## config.mk

```make
export PLATFORM = sky130hd
export DESIGN_NAME = id3v2_frame_locator_flat
export DESIGN_NICKNAME = d
export VERILOG_FILES = /design/src/hdl/id3fl_pkg.sv /design/src/hdl/id3fl_channels.sv /design/src/hdl/id3v2_frame_locator.sv /design/src/flat_wrapper.sv
export SDC_FILE = /design/constraint.sdc
export NUM_CORES = 1
export LEC_CHECK = 0
export BUFFER_PORTS_ARGS = -buffer_cell sky130_fd_sc_hd__buf_2
export CAP_MARGIN = 20
export CORE_MARGIN = 3
export CORE_UTILIZATION = 35
export CTS_BUF_LIST = sky130_fd_sc_hd__clkbuf_4 sky130_fd_sc_hd__clkbuf_8
export CTS_CLUSTER_DIAMETER = 50
export DETAILED_ROUTE_END_ITERATION = 10
export GPL_TIMING_DRIVEN = 0
export PLACE_DENSITY = 0.56
export SLEW_MARGIN = 25
export SYNTH_ARGS = -nofsm -noshare
export SYNTH_HDL_FRONTEND = slang
export SYNTH_SLANG_ARGS = --single-unit
```

## constraint.sdc

```tcl
create_clock -name i_clk -period 21.4 [get_ports i_clk]
set_input_delay 2.14 -clock i_clk [delete_from_list [all_inputs] [get_ports i_clk]]
set_output_delay 2.14 -clock i_clk [all_outputs]
set_load 0.05 [all_outputs]
```

## src/hdl/id3fl_pkg.sv

```systemverilog
package id3fl_pkg;

    localparam int LENGTH_BITS_DEF = 28;
    localparam int ID_BITS         = 32;
    localparam int SIZE_BITS       = 32;
    localparam int BYTE_BITS       = 8;
    localparam int CFG_DATA_BITS   = 32;
    localparam int CFG_INDEX_BITS  = 1;
    localparam int HIDX_BITS       = 4;

    localparam int HEADER_BYTES = 10;
    localparam int ID_BYTES     = 4;
    localparam int SIZE_END     = 8;

    typedef enum logic [CFG_INDEX_BITS-1:0] {
        REG_TARGET_ID     = 1'b0,
        REG_REGION_LENGTH = 1'b1
    } t_cfg_reg;

    typedef enum logic [2:0] {
        PH_DONE    = 3'b001,
        PH_HEADER  = 3'b010,
        PH_PAYLOAD = 3'b100
    } t_phase;

endpackage

```

## src/hdl/id3fl_channels.sv

```systemverilog
interface id3fl_in_if;
    logic                           valid;
    logic                           ready;
    logic [id3fl_pkg::BYTE_BITS-1:0] data_byte;
    logic                           first_byte;

    modport source (output valid, output data_byte, output first_byte, input ready);
    modport sink (input valid, input data_byte, input first_byte, output ready);
endinterface

interface id3fl_out_if #(parameter int LENGTH_BITS = id3fl_pkg::LENGTH_BITS_DEF);
    logic                   valid;
    logic                   ready;
    logic                   found;
    logic [LENGTH_BITS-1:0] frame_offset;
    logic [LENGTH_BITS-1:0] payload_size;

    modport source (output valid, output found, output frame_offset, output payload_size,
                    input ready);
    modport sink (input valid, input found, input frame_offset, input payload_size,
                  output ready);
endinterface

interface id3fl_cfg_if;
    logic                                valid;
    logic                                ready;
    logic [id3fl_pkg::CFG_INDEX_BITS-1:0] index;
    logic [id3fl_pkg::CFG_DATA_BITS-1:0]  data;

    modport source (output valid, output index, output data, input ready);
    modport sink (input valid, input index, input data, output ready);
endinterface

```

## src/hdl/id3v2_frame_locator.sv

```systemverilog
// The result is registered: it is loaded into the output register when the byte that ends the walk is accepted.
// Throughput: one byte per cycle; the input stalls only while a result sits unclaimed
// in the output register.
// Reset (synchronous, active low): walk stops and waits for a first-flagged byte with its
// counters at zero, output register empties, target ID and region length clear to zero.
module id3v2_frame_locator #(
    parameter int LENGTH_BITS = id3fl_pkg::LENGTH_BITS_DEF
) (
    input  logic        i_clk,
    input  logic        i_rst_n,
    id3fl_in_if.sink    i_in,
    id3fl_cfg_if.sink   i_cfg,
    id3fl_out_if.source o_out
);
    import id3fl_pkg::*;

    localparam int EndBits = ((LENGTH_BITS > SIZE_BITS) ? LENGTH_BITS : SIZE_BITS) + 2;

    // configuration
    logic [ID_BITS-1:0]     r_target;
    logic [LENGTH_BITS-1:0] r_region;

    // walk state
    t_phase                 r_phase,  n_phase;
    logic [LENGTH_BITS-1:0] r_pos,    n_pos;
    logic [HIDX_BITS-1:0]   r_hidx,   n_hidx;
    logic [ID_BITS-1:0]     r_id,     n_id;
    logic [SIZE_BITS-1:0]   r_size,   n_size;
    logic [SIZE_BITS-1:0]   r_rem,    n_rem;
    logic [LENGTH_BITS-1:0] r_start,  n_start;

    // result register
    logic                   r_out_valid, n_out_valid;
    logic                   r_found,     n_found;
    logic [LENGTH_BITS-1:0] r_offset,    n_offset;
    logic [LENGTH_BITS-1:0] r_psize,     n_psize;

    logic                   in_accept;
    logic                   emit;
    logic                   first;
    t_phase                 c_phase;
    logic [LENGTH_BITS-1:0] c_pos;
    logic [HIDX_BITS-1:0]   c_hidx;
    logic [ID_BITS-1:0]     c_id;
    logic [SIZE_BITS-1:0]   c_size;
    logic [SIZE_BITS-1:0]   c_rem;
    logic [LENGTH_BITS-1:0] c_start;
    logic [LENGTH_BITS:0]   pos_inc;
    logic [EndBits-1:0]     frame_end;
    logic [SIZE_BITS-1:0]   rem_dec;

    assign i_cfg.ready = 1'b1;
    assign i_in.ready  = !r_out_valid || o_out.ready;
    assign in_accept   = i_in.valid && i_in.ready;

    assign o_out.valid        = r_out_valid;
    assign o_out.found        = r_found;
    assign o_out.frame_offset = r_offset;
    assign o_out.payload_size = r_psize;

    // A first-flagged byte restarts the walk from a clean header state.
    assign first   = i_in.first_byte;
    assign c_phase = first ? PH_HEADER : r_phase;
    assign c_pos   = first ? '0 : r_pos;
    assign c_hidx  = first ? '0 : r_hidx;
    assign c_id    = first ? '0 : r_id;
    assign c_size  = first ? '0 : r_size;
    assign c_rem   = first ? '0 : r_rem;
    assign c_start = first ? '0 : r_start;

    assign pos_inc   = {1'b0, c_pos} + (LENGTH_BITS+1)'(1);
    assign frame_end = EndBits'(c_start) + EndBits'(HEADER_BYTES) + EndBits'(c_size);
    assign rem_dec   = c_rem - SIZE_BITS'(1);

    always_comb begin
        n_phase  = r_phase;
        n_pos    = r_pos;
        n_hidx   = r_hidx;
        n_id     = r_id;
        n_size   = r_size;
        n_rem    = r_rem;
        n_start  = r_start;
        emit     = 1'b0;
        n_found  = 1'b0;
        n_offset = '0;
        n_psize  = '0;

        if (in_accept) begin
            n_phase = c_phase;
            n_pos   = c_pos;
            n_hidx  = c_hidx;
            n_id    = c_id;
            n_size  = c_size;
            n_rem   = c_rem;
            n_start = c_start;

            if (first && r_region == '0) begin
                emit = 1'b1;
            end else begin
                unique case (c_phase)
                    PH_DONE: begin
                        // ignore until the next first-flagged byte
                    end
                    PH_HEADER: begin
                        if (c_hidx < HIDX_BITS'(ID_BYTES)) begin
                            n_id = {c_id[ID_BITS-BYTE_BITS-1:0], i_in.data_byte};
                        end else if (c_hidx < HIDX_BITS'(SIZE_END)) begin
                            n_size = {c_size[SIZE_BITS-BYTE_BITS-1:0], i_in.data_byte};
                        end
                        n_hidx = c_hidx + HIDX_BITS'(1);
                        if (c_hidx == HIDX_BITS'(HEADER_BYTES - 1)) begin
                            n_hidx = '0;
                            if (c_size == '0 || frame_end > EndBits'(r_region)) begin
                                emit = 1'b1;
                            end else if (c_id == r_target) begin
                                emit     = 1'b1;
                                n_found  = 1'b1;
                                n_offset = c_start;
                                n_psize  = c_size[LENGTH_BITS-1:0];
                            end else begin
                                n_rem   = c_size;
                                n_phase = PH_PAYLOAD;
                            end
                        end
                    end
                    PH_PAYLOAD: begin
                        n_rem = rem_dec;
                        if (rem_dec == '0) begin
                            n_phase = PH_HEADER;
                            n_hidx  = '0;
                            n_id    = '0;
                            n_size  = '0;
                            n_start = pos_inc[LENGTH_BITS-1:0];
                        end
                    end
                    default: begin
                        n_phase = PH_DONE;
                    end
                endcase

                if (c_phase != PH_DONE && !emit) begin
                    if (pos_inc >= {1'b0, r_region}) begin
                        emit = 1'b1;
                    end else begin
                        n_pos = pos_inc[LENGTH_BITS-1:0];
                    end
                end
            end

            if (emit) begin
                n_phase = PH_DONE;
            end
        end

        if (in_accept && emit) begin
            n_out_valid = 1'b1;
        end else if (o_out.ready) begin
            n_out_valid = 1'b0;
        end else begin
            n_out_valid = r_out_valid;
        end
    end

    always_ff @(posedge i_clk) begin
        if (!i_rst_n) begin
            r_phase     <= PH_DONE;
            r_out_valid <= 1'b0;
            r_target    <= '0;
            r_region    <= '0;
        end else begin
            r_phase     <= n_phase;
            r_out_valid <= n_out_valid;
            if (i_cfg.valid && i_cfg.ready) begin
                unique case (t_cfg_reg'(i_cfg.index))
                    REG_TARGET_ID:     r_target <= i_cfg.data[ID_BITS-1:0];
                    REG_REGION_LENGTH: r_region <= i_cfg.data[LENGTH_BITS-1:0];
                    default:           r_target <= r_target;
                endcase
            end
        end
    end

    always_ff @(posedge i_clk) begin
        if (!i_rst_n) begin
            r_pos    <= '0;
            r_hidx   <= '0;
            r_id     <= '0;
            r_size   <= '0;
            r_rem    <= '0;
            r_start  <= '0;
            r_found  <= 1'b0;
            r_offset <= '0;
            r_psize  <= '0;
        end else begin
            r_pos   <= n_pos;
            r_hidx  <= n_hidx;
            r_id    <= n_id;
            r_size  <= n_size;
            r_rem   <= n_rem;
            r_start <= n_start;
            if (in_accept && emit) begin
                r_found  <= n_found;
                r_offset <= n_offset;
                r_psize  <= n_psize;
            end
        end
    end

endmodule

```

## src/flat_wrapper.sv

```systemverilog
// flat-port wrapper written by rule: the top's interface ports become plain ports
module id3v2_frame_locator_flat import id3fl_pkg::*;
#(
    parameter int LENGTH_BITS = id3fl_pkg::LENGTH_BITS_DEF
)
  (i_clk, i_rst_n, i_in_valid, i_in_data_byte, i_in_first_byte, i_in_ready, i_cfg_valid, i_cfg_index, i_cfg_data, i_cfg_ready, o_out_valid, o_out_found, o_out_frame_offset, o_out_payload_size, o_out_ready);
  id3fl_in_if i_in_i ();
  id3fl_cfg_if i_cfg_i ();
  id3fl_out_if #(.LENGTH_BITS(LENGTH_BITS)) o_out_i ();
  input  logic i_clk;
  input  logic i_rst_n;
  input wire logic [$bits(i_in_i.valid)-1:0] i_in_valid;
  input wire logic [$bits(i_in_i.data_byte)-1:0] i_in_data_byte;
  input wire logic [$bits(i_in_i.first_byte)-1:0] i_in_first_byte;
  output wire logic [$bits(i_in_i.ready)-1:0] i_in_ready;
  input wire logic [$bits(i_cfg_i.valid)-1:0] i_cfg_valid;
  input wire logic [$bits(i_cfg_i.index)-1:0] i_cfg_index;
  input wire logic [$bits(i_cfg_i.data)-1:0] i_cfg_data;
  output wire logic [$bits(i_cfg_i.ready)-1:0] i_cfg_ready;
  output wire logic [$bits(o_out_i.valid)-1:0] o_out_valid;
  output wire logic [$bits(o_out_i.found)-1:0] o_out_found;
  output wire logic [$bits(o_out_i.frame_offset)-1:0] o_out_frame_offset;
  output wire logic [$bits(o_out_i.payload_size)-1:0] o_out_payload_size;
  input wire logic [$bits(o_out_i.ready)-1:0] o_out_ready;
  assign i_in_i.valid = i_in_valid;
  assign i_in_i.data_byte = i_in_data_byte;
  assign i_in_i.first_byte = i_in_first_byte;
  assign i_in_ready = i_in_i.ready;
  assign i_cfg_i.valid = i_cfg_valid;
  assign i_cfg_i.index = i_cfg_index;
  assign i_cfg_i.data = i_cfg_data;
  assign i_cfg_ready = i_cfg_i.ready;
  assign o_out_valid = o_out_i.valid;
  assign o_out_found = o_out_i.found;
  assign o_out_frame_offset = o_out_i.frame_offset;
  assign o_out_payload_size = o_out_i.payload_size;
  assign o_out_i.ready = o_out_ready;
  id3v2_frame_locator #(.LENGTH_BITS(LENGTH_BITS)) u_core (.i_clk(i_clk), .i_rst_n(i_rst_n), .i_in(i_in_i), .i_cfg(i_cfg_i), .o_out(o_out_i));
endmodule
```

==> qor.yml, run 1 <==
status: "finished, final reports clean"
hold_buffers: 0
wl_per_cell_um: 23.8
rows: 79
finalSetupViolations: 0
wirelength_mm: 68.0
relSlewSlack_pct: 19.6
synth_cells: 2058
root_buffer: "clkbuf_8"
synth_edf_count: 0
crit_type: "in -> reg"
synth_compound_area_share_pct: 28.2
first_iter_violations: 1556
cp-end-kind: "register"
synth_area_leader_cell: "dfxtp_1"
async_flop_share_pct: 0
die_width_um: 224
core_area_sq_mm: 0.0468
max_freq_ghz: 0.0706
worstSkewPairLatency_ns: 0.64
cts_buffers: 53
synth.top_cell.area_share_pct: 33.3
synthTopCellsByArea: "dfxtp_1 33%, ha_1 6.8%, a22o_1 6.7%"
period_share_pct: 66.2
fin_nets: 2357
post_cts_buffers: 0
worstPathRequired_ns: 21.92
p_total_mw: 1.22
vias: 17233
fin_setup_tns_ns: 0
track_usage_pct: 26.3
setup_ws_ns: 7.24
maxCapViolCount: 0
syn_avg_cell_area_sq_um: 8.10
rsz0062_at_grt: "no"
rrSetupSlack_ns: 12.47
antenna_found_initial: 0
diodes: 0
tightest_slew_ns: 1.21
start_util_pct: 35.6
slew_viol_final: 0
syn_area_sq_mm: 0.0167
first_global_vias: 16312
ys_ff_latch: 277
hold_path_class: "reg -> reg"
cp-start-kind: "primary input"
drc: 0
dp_hpwl_mm: 52.8
yosysMostFrequentCell: "dfxtp_1"
fill_cells: 4755
synth_warnings: 0
clk_pin_slew_worst_paths_ns: 0.06
leakagePower_nw: 7.40
synth-adder-area-share_pct: 6.95
synth_ff_type: "dfxtp_1"
syn_nets: 2197
via_per_inst: 6.03
fin_skew_ns: 0.0210
synth.distinct_cells: 90
post-route-min-period_ns: 14.16
cts.sinks: 277
muxShareOfSynthArea_pct: 0.586
grt_overflow: 0
layout.cells.non_filler: 2860
synth-simple-area-share_pct: 21.4
synth_common_cells: "277 x dfxtp_1, 251 x nand2_1, 184 x a21oi_1, 134 x nor2_1, 128 x a22o_1"
htreeDepth: 2
cpMaxStageDelayCell: "clkbuf_1"
io_pins: 107
synth_seq_area_share_pct: 33.3
cts_max_path_buffers: 3
drive_gt1_share_pct: 11.1
synth_top_family_by_area: "compound AO/OA/AOI/OAI gates"
dp.cells: 2770
first_pass_iters: 6
gp_congestion: 0.957
cts_tree: "done"
hold_viol_final: 0
area_growth_pct: 14.6
grt_max_degree: 14
max_stage_delay_ns: 0.96
power_density_mw_per_mm2: 63.9
ctsResizeCount: 0
antenna_left: 0
port_buffers: 105
die_area_sq_mm: 0.0503
synth_xor_xnor_area_share_pct: 4.89
fp.dieH_um: 224
place_ws_ns: 6.90
worstPathMaxFanout: 10
grt_pass1_wl_mm: 101
cp.arrival_ns: 14.69
peakVddDrop_mv: 0.0388
critPathMostFrequentCell: "clkbuf_1"
==> critical path, delay by kind of cell <==
family	cells	cell delay, ns
AOI/OAI and AO/OA	15	4.48
xor gates and xnor gates	1	0.14
adders and majority gates	2	0.72
buffers and inverters	10	6.16
and+or+nand+nor	4	1.01
==> where the power goes <==
group / internal, mW / switching [mW] / total (mW) / leakage (nW)
Clock: 0.331 / 0.246 / 0.576 / 0.595
Sequential: 0.523 / 0.00884 / 0.532 / 2.24
Combinational: 0.0294 / 0.0814 / 0.111 / 4.57
Total: 0.883 / 0.336 / 1.22 / 7.40
==> per-layer routing <==
| layer | global-route usage (%) | wire length [um] | share of wire (%) | vias up |
|---|---|---|---|---|
| met5 | 0 | 0 | 0 | - |
| met4 | 10.6 | 2720 | 4.0 | 0 |
| li1 | - | - | - | 8000 |
| met1 | 35.4 | 29300 | 43 | 8299 |
| met2 | 41.2 | 30100 | 44 | 789 |
| met3 | 5.62 | 5930 | 8.7 | 145 |
==> layout make-up <==
class                      instances  area (sq um)  area share (%)
inverter                          62           233            1.22
timing repair buffer             105           526            2.75
clock inverter                    15           194            1.02
multi-input combinational       1585         10300            54.2
sequential                       277          5550            29.0
clock buffer                      75           938            4.92
buffer                           134           554            2.90
tap                              607           759            3.98
==> sequential cells by signal (all words and copies together), names as in the netlist, 4 cells and up <==
signal,count
u_core.r_target,32
u_core.r_start,28
u_core.r_region,28
u_core.r_size,32
u_core.r_hidx,4
u_core.r_rem,32
u_core.o_out.payload_size,28
u_core.o_out.frame_offset,28
u_core.r_pos,28
u_core.r_id,32
==> final timing paths <==
| kind | start | to | depth (start not counted) |
|---|---|---|---|
| setup / recovery | i_in_first_byte | u_core.r_pos[26] | 32 |
| hold / removal | u_core.o_out.payload_size[25] | u_core.o_out.payload_size[25] | 1 |
| setup reg to reg | u_core.r_start[2] | u_core.r_pos[26] | 31 |
| hold reg to reg | u_core.o_out.payload_size[25] | u_core.o_out.payload_size[25] | 1 |
==> cells by family after synthesis <==
logic type / after synthesis
fa+ha+maj: 92
buf+inv: 196
other cells: 1
mux: 9
flops: 277
compound gates: 677
xor+xnor: 93
simple gates: 713
==> layout by cell type (no fill, tap or decap), drive strengths merged, types with 9 or more instances in the layout <==
master and n:
buf 142, a31oi 64, dfxtp 277, inv 62, ha 91, nand4 41, a221o 11, o21a 15
xor2 29, nor4 38, o31ai 12, or3 14, and2 12, a22o 128, and3 20, a21o 26
nor4bb 16, nor2b 54, nand2b 11, nand3 50, nand2 251, nor2 134, clkinv 9, a211oi 47
nor3 40, xnor2 64, clkbuf 172, a21oi 185, o21ai 74, o32ai 16
==> metrics by stage <==
step	util, %	hold WS, ns	area (sq um)
after floorplan	-	0.431	16700
after detailed placement	38.4	0.463	18000
final	40.8	0.477	19100
after CTS	40.8	0.477	19100
after global routing	40.8	0.486	19100
after global placement	38.4	0.451	17900
Power figures use the tool's default switching activity.
==> run 2: changes to the inputs <==
- PLACE_DENSITY: 0.56 -> 0.58
- clock period: 21.4 -> 12.4 ns (I/O delays scaled with it)
==> run 2 against run 1 <==
  * Worst setup slack lost 6.7 ns
  * First-iteration DRC count is the same
  * Clock skew grew 0.025 ns
  * Cell count is essentially flat
  * Global-route usage shrank 0.53 points
  * Design area grew 0.12%
  * Worst hold slack lost 0.0052 ns
  * Register-to-register slack lost 9.0 ns
  * Critical endpoint is now u_core.o_out.frame_offset[17]
  * Flip-flop and latch count is the same
  * Largest power group unchanged
  * Die area is the same
  * Critical path type unchanged
==> qor.yml, run 2 (synthesized netlist as in run 1, its figures left out) <==
max_freq_ghz: 0.0844
hold_buffers: 0
fin_nets: 2357
cts_tree: "done"
start_util_pct: 35.6
leakagePower_nw: 7.43
drive_gt1_share_pct: 11.5
antenna_left: 0
port_buffers: 105
htreeDepth: 2
drc: 0
finalSetupViolations: 0
dp_hpwl_mm: 52.2
die_area_sq_mm: 0.0503
ctsResizeCount: 5
clk_pin_slew_worst_paths_ns: 0.06
cp.arrival_ns: 12.39
cts.sinks: 277
crit_type: "in -> reg"
vias: 17161
dr_wl_met3_mm: 5.92
rr_worst_depth: 29
grt_pass1_wl_mm: 99.1
final_util_pct: 40.9
cts_max_path_buffers: 3
mostFrequentLayoutCells: "277 x dfxtp_1, 251 x nand2_1, 183 x a21oi_1"
grt_overflow: 0
status: "finished, final reports clean"
worstPathRequired_ns: 12.95
peakVddDrop_mv: 0.0832
cp-end-kind: "register"
topRoutingLayerUsed: "met4"
post_cts_buffers: 0
grt_max_degree: 14
dp.cells: 2770
fin_skew_ns: 0.0458
wirelength_mm: 67.2
first_global_vias: 16091
worstSkewPairLatency_ns: 0.65
rows: 79
antenna_found_initial: 0
slew_viol_final: 0
root_buffer: "clkbuf_8"
gp_congestion: 0.972
die_width_um: 224
hold_viol_final: 0
rsz0062_at_grt: "no"
max_stage_delay_ns: 0.80
io_pins: 107
first_pass_iters: 5
fp.dieH_um: 224
maxCapViolCount: 0
post-route-min-period_ns: 11.84
worstPathMaxFanout: 10
first_iter_violations: 1556
track_usage_pct: 25.8
route.met2.wl_mm: 29.3
power_density_mw_per_mm2: 109
core_area_sq_mm: 0.0468
area_growth_pct: 14.7
hold_path_class: "reg -> reg"
tightest_slew_ns: 1.06
relSlewSlack_pct: 29.6
cp-start-kind: "primary input"
cpMaxStageDelayCell: "buf_1"
cts_buffers: 53
layout.cells.non_filler: 2861
via_per_inst: 6.00
diodes: 0
wl_per_cell_um: 23.5
period_share_pct: 95.5
min_path_cells: 1
final_common_cell: "dfxtp_1"
wl_met1_mm: 28.8
[run 2: through the flow]
step / TNS (ns) / cell area (sq um) / total power, mW / setup WS (ns) / hold WS, ns
2_1_floorplan: 0 / 16700 / 1.04 / 3.34 / 0.431
3_3_place_gp: -98.60 / 17900 / 1.12 / -1.06 / 0.454
3_5_place_dp: -103.01 / 18000 / 1.12 / -1.09 / 0.463
4_1_cts: 0 / 19100 / 2.09 / 0.0942 / 0.476
5_1_grt: 0 / 19100 / 2.15 / 0.186 / 0.498
6_report: 0 / 19100 / 2.08 / 0.556 / 0.472
[run 2: worst paths after layout]
kind | start | endpoint | slack [ns]
worst max-delay path | i_in_first_byte | u_core.o_out.frame_offset[17] | 0.56
worst min register to register | u_core.o_out.payload_size[8] | u_core.o_out.payload_size[8] | 0.47
worst min-delay path | u_core.o_out.payload_size[8] | u_core.o_out.payload_size[8] | 0.47
worst max register to register | u_core.r_start[2] | u_core.o_out.frame_offset[17] | 3.51
[run 2: worst max-delay path: cells and delay by family]
kind                       cells  cell delay, ns
xor gates and xnor gates       2            0.34
buffers and inverters          9            3.82
and+or+nand+nor               14            3.48
adders and majority gates      3            0.92
AOI/OAI and AO/OA             11            2.57
[run 2: final cells by class]
cell class                 count  area [sq um]
tap                          607           759
clock buffer                  81          1030
sequential                   277          5550
clock inverter                10          93.8
buffer                       134           563
inverter                      62           233
timing repair buffer         105           526
multi-input combinational   1585         10400
fill                        4806         27600
[run 2: power breakdown]
| part | total (mW) | switching, mW | leakage [nW] | internal (mW) |
|---|---|---|---|---|
| logic | 0.191 | 0.140 | 4.59 | 0.0511 |
| clock network | 0.973 | 0.422 | 0.593 | 0.550 |
| registers | 0.918 | 0.0149 | 2.24 | 0.903 |
[run 2: metal layers]
layer | vias to the layer above | GRT usage [%]
li1 | 7997 | -
met5 | - | 0
met4 | 0 | 12.2
met1 | 8196 | 34.1
met3 | 161 | 5.99
met2 | 807 | 39.8
==> run 3: changes to the inputs <==
- ABC_AREA: not set -> 1
- PLACE_DENSITY: 0.58 -> 0.57
==> run 3 against run 2 <==
  * Synthesized cell count rose by 61%
  * Critical path type unchanged
  * Global-route usage grew 0.97 points
  * Wire length increased by 24%
  * Die area grew 22%
==> qor.yml, run 3 <==
status: "finished, final reports clean"
start_util_pct: 35.5
fin_nets: 3623
min_from: "u_core.o_out.frame_offset[9]"
mostFrequentLayoutCells: "864 x nand2_1, 389 x inv_1, 310 x a21oi_1"
worstSkewPairLatency_ns: 0.69
grt_overflow: 0
max_freq_ghz: 0.103
period_share_pct: 78.0
synthTopCellsByArea: "dfxtp_1 27%, nand2_1 16%, a21oi_1 7.6%"
peakVddDrop_mv: 0.0688
relSlewSlack_pct: 25.7
critical-path-top-delay-family: "buffers and inverters"
synth_seq_area_share_pct: 27.1
final_common_cell: "nand2_1"
grt_max_degree: 15
cts.sinks: 277
slew_viol_final: 0
core_area_sq_mm: 0.0578
antenna_left: 0
area_growth_pct: 13.5
crit_type: "in -> reg"
leakagePower_nw: 10.8
cp-end-kind: "register"
rr_worst_depth: 39
post_cts_buffers: 0
finalSetupViolations: 0
power_density_mw_per_mm2: 102
async_flop_share_pct: 0
setup_ws_ns: 2.73
synth.distinct_cells: 55
ys_ff_latch: 277
fin_skew_ns: 0.0551
min_path_cells: 2
ctsResizeCount: 0
gp_congestion: 0.973
place_ws_ns: 2.35
drive_gt1_share_pct: 9.24
io_pins: 107
die_area_sq_mm: 0.0615
regArea_sq_mm: 0.00555
cts_tree: "done"
fin_setup_tns_ns: 0
antenna_found_initial: 3
first_pass_iters: 6
dp_hpwl_mm: 65.6
synth_area_leader_cell: "dfxtp_1"
vias: 22837
cp_num_buf_inv: 12
cp.arrival_ns: 10.27
tightest_slew_ns: 1.11
via_per_inst: 5.31
critPathMostFrequentCell: "nand2_1"
yosysMostFrequentCell: "nand2_1"
port_buffers: 104
wirelength_mm: 83.5
r2r_end: "u_core.o_out.payload_size[12]"
cp-start-kind: "primary input"
worstPathRequired_ns: 13.01
worstPathMaxFanout: 10
final_area_sq_mm: 0.0233
hold_slack_ns: 0.459
cts_max_path_buffers: 3
placedInstanceArea_sq_mm: 0.0220
rsz0062_at_grt: "no"
p_total_mw: 2.38
syn_avg_cell_area_sq_um: 6.17
first_iter_violations: 2253
maxCapViolCount: 0
max_stage_delay_ns: 0.83
post-route-min-period_ns: 9.67
synth.top_cell.area_share_pct: 27.1
rr_startpoint: "u_core.r_start[1]"
syn_area_sq_mm: 0.0205
drc: 0
syn_nets: 3460
hold_buffers: 0
synth_edf_count: 0
synth_ff_type: "dfxtp_1"
cts_buffers: 57
first_global_vias: 20872
fp.dieH_um: 248
clk_pin_slew_worst_paths_ns: 0.07
cpMaxStageDelayCell: "clkbuf_1"
rrSetupSlack_ns: 5.57
multiInputGateArea_sq_mm: 0.0126
track_usage_pct: 26.7
die_width_um: 248
wl_per_cell_um: 19.4
hold_path_class: "reg -> reg"
synth_cells: 3321
holdPathEnd: "u_core.o_out.frame_offset[9]"
synth_common_cells: "864 x nand2_1, 389 x inv_1, 310 x a21oi_1, 285 x nand3_1, 277 x dfxtp_1"
root_buffer: "clkbuf_8"
fill_cells: 6417
rows: 88
synth_warnings: 0
htreeDepth: 2
grt_pass1_wl_mm: 125
hold_viol_final: 0
-- run 3: changes by cell type in the layout (fill, tap and decap cells not counted), sizes merged, moves of 42 or more --
cell    delta
o21ai    +147
nand2    +638
a21oi    +125
nor2     +145
inv      +344
a22o     -128
a31oi     -59
nand4     +60
xor2      +58
nor2b     -54
a211oi    -47
nand3    +241
o211ai    +42
-- run 3: routing by layer --
layer	wire length [um]	global-route usage [%]	part of all wire, %	vias to the layer above
li1	-	-	-	11210
met1	36900	36.3	44	10408
met2	34500	40.2	41	1014
met3	8010	6.02	9.6	203
met4	4170	12.4	5.0	2
met5	12	0	0.014	-
-- run 3: logic make-up after synthesis --
kind of cell	synth area share, %
XOR/XNOR	5.04
AO/OA/AOI/OAI	16.2
adder cells (fa/ha/maj)	5.65
buffers and inverters	11.6
AND/OR/NAND/NOR	34.5
other	0.0183
flip-flops	27.1
-- run 3: worst max-delay path by stage --
stage	from	endpoint	slack (ns)	cells after the start
after global routing	i_in_first_byte	u_core.o_out.payload_size[12]	2.37	44
final	i_in_first_byte	u_core.o_out.payload_size[12]	2.73	45
after floorplan	i_in_first_byte	u_core.r_rem[9]	5.39	46
after detailed placement	i_in_first_byte	u_core.o_out.payload_size[18]	2.35	45
after global placement	i_in_first_byte	u_core.o_out.payload_size[12]	2.30	45
after CTS	i_in_first_byte	u_core.o_out.payload_size[12]	3.03	45
-- run 3: power by group --
group	total, mW	switching, mW	internal (mW)
clock	1.10	0.474	0.625
combinational	0.350	0.254	0.0952
sequential	0.934	0.0173	0.917
total	2.38	0.746	1.64
-- run 3: worst reg2reg max path, delay by kind of cell, from the launching register on --
family                     cells  cell delay [ns]
xor gates and xnor gates       2             0.40
buffers and inverters          6             0.79
and+or+nand+nor               23             3.50
AOI/OAI and AO/OA              5             0.86
DFF                            1             0.33
adders and majority gates      3             0.91
-- run 3: area by class of cell --
cell class	count	share of cell area [%]
timing repair buffer	104	2.24
buffer	186	3.68
sequential	277	23.8
tap	765	4.11
antenna	2	0.0215
multi-input combinational	2454	54.0
inverter	404	6.54
clock buffer	73	4.16
clock inverter	32	1.40
-- run 3: per-stage QoR --
| stage | utilization, % | instances |
|---|---|---|
| finish | 40.3 | 4297 |
| global route | 40.3 | 4295 |
| CTS | 40.3 | 4295 |
| detailed placement | 38.0 | 4190 |
| global placement | 38.0 | 4190 |
| floorplan | - | 3321 |
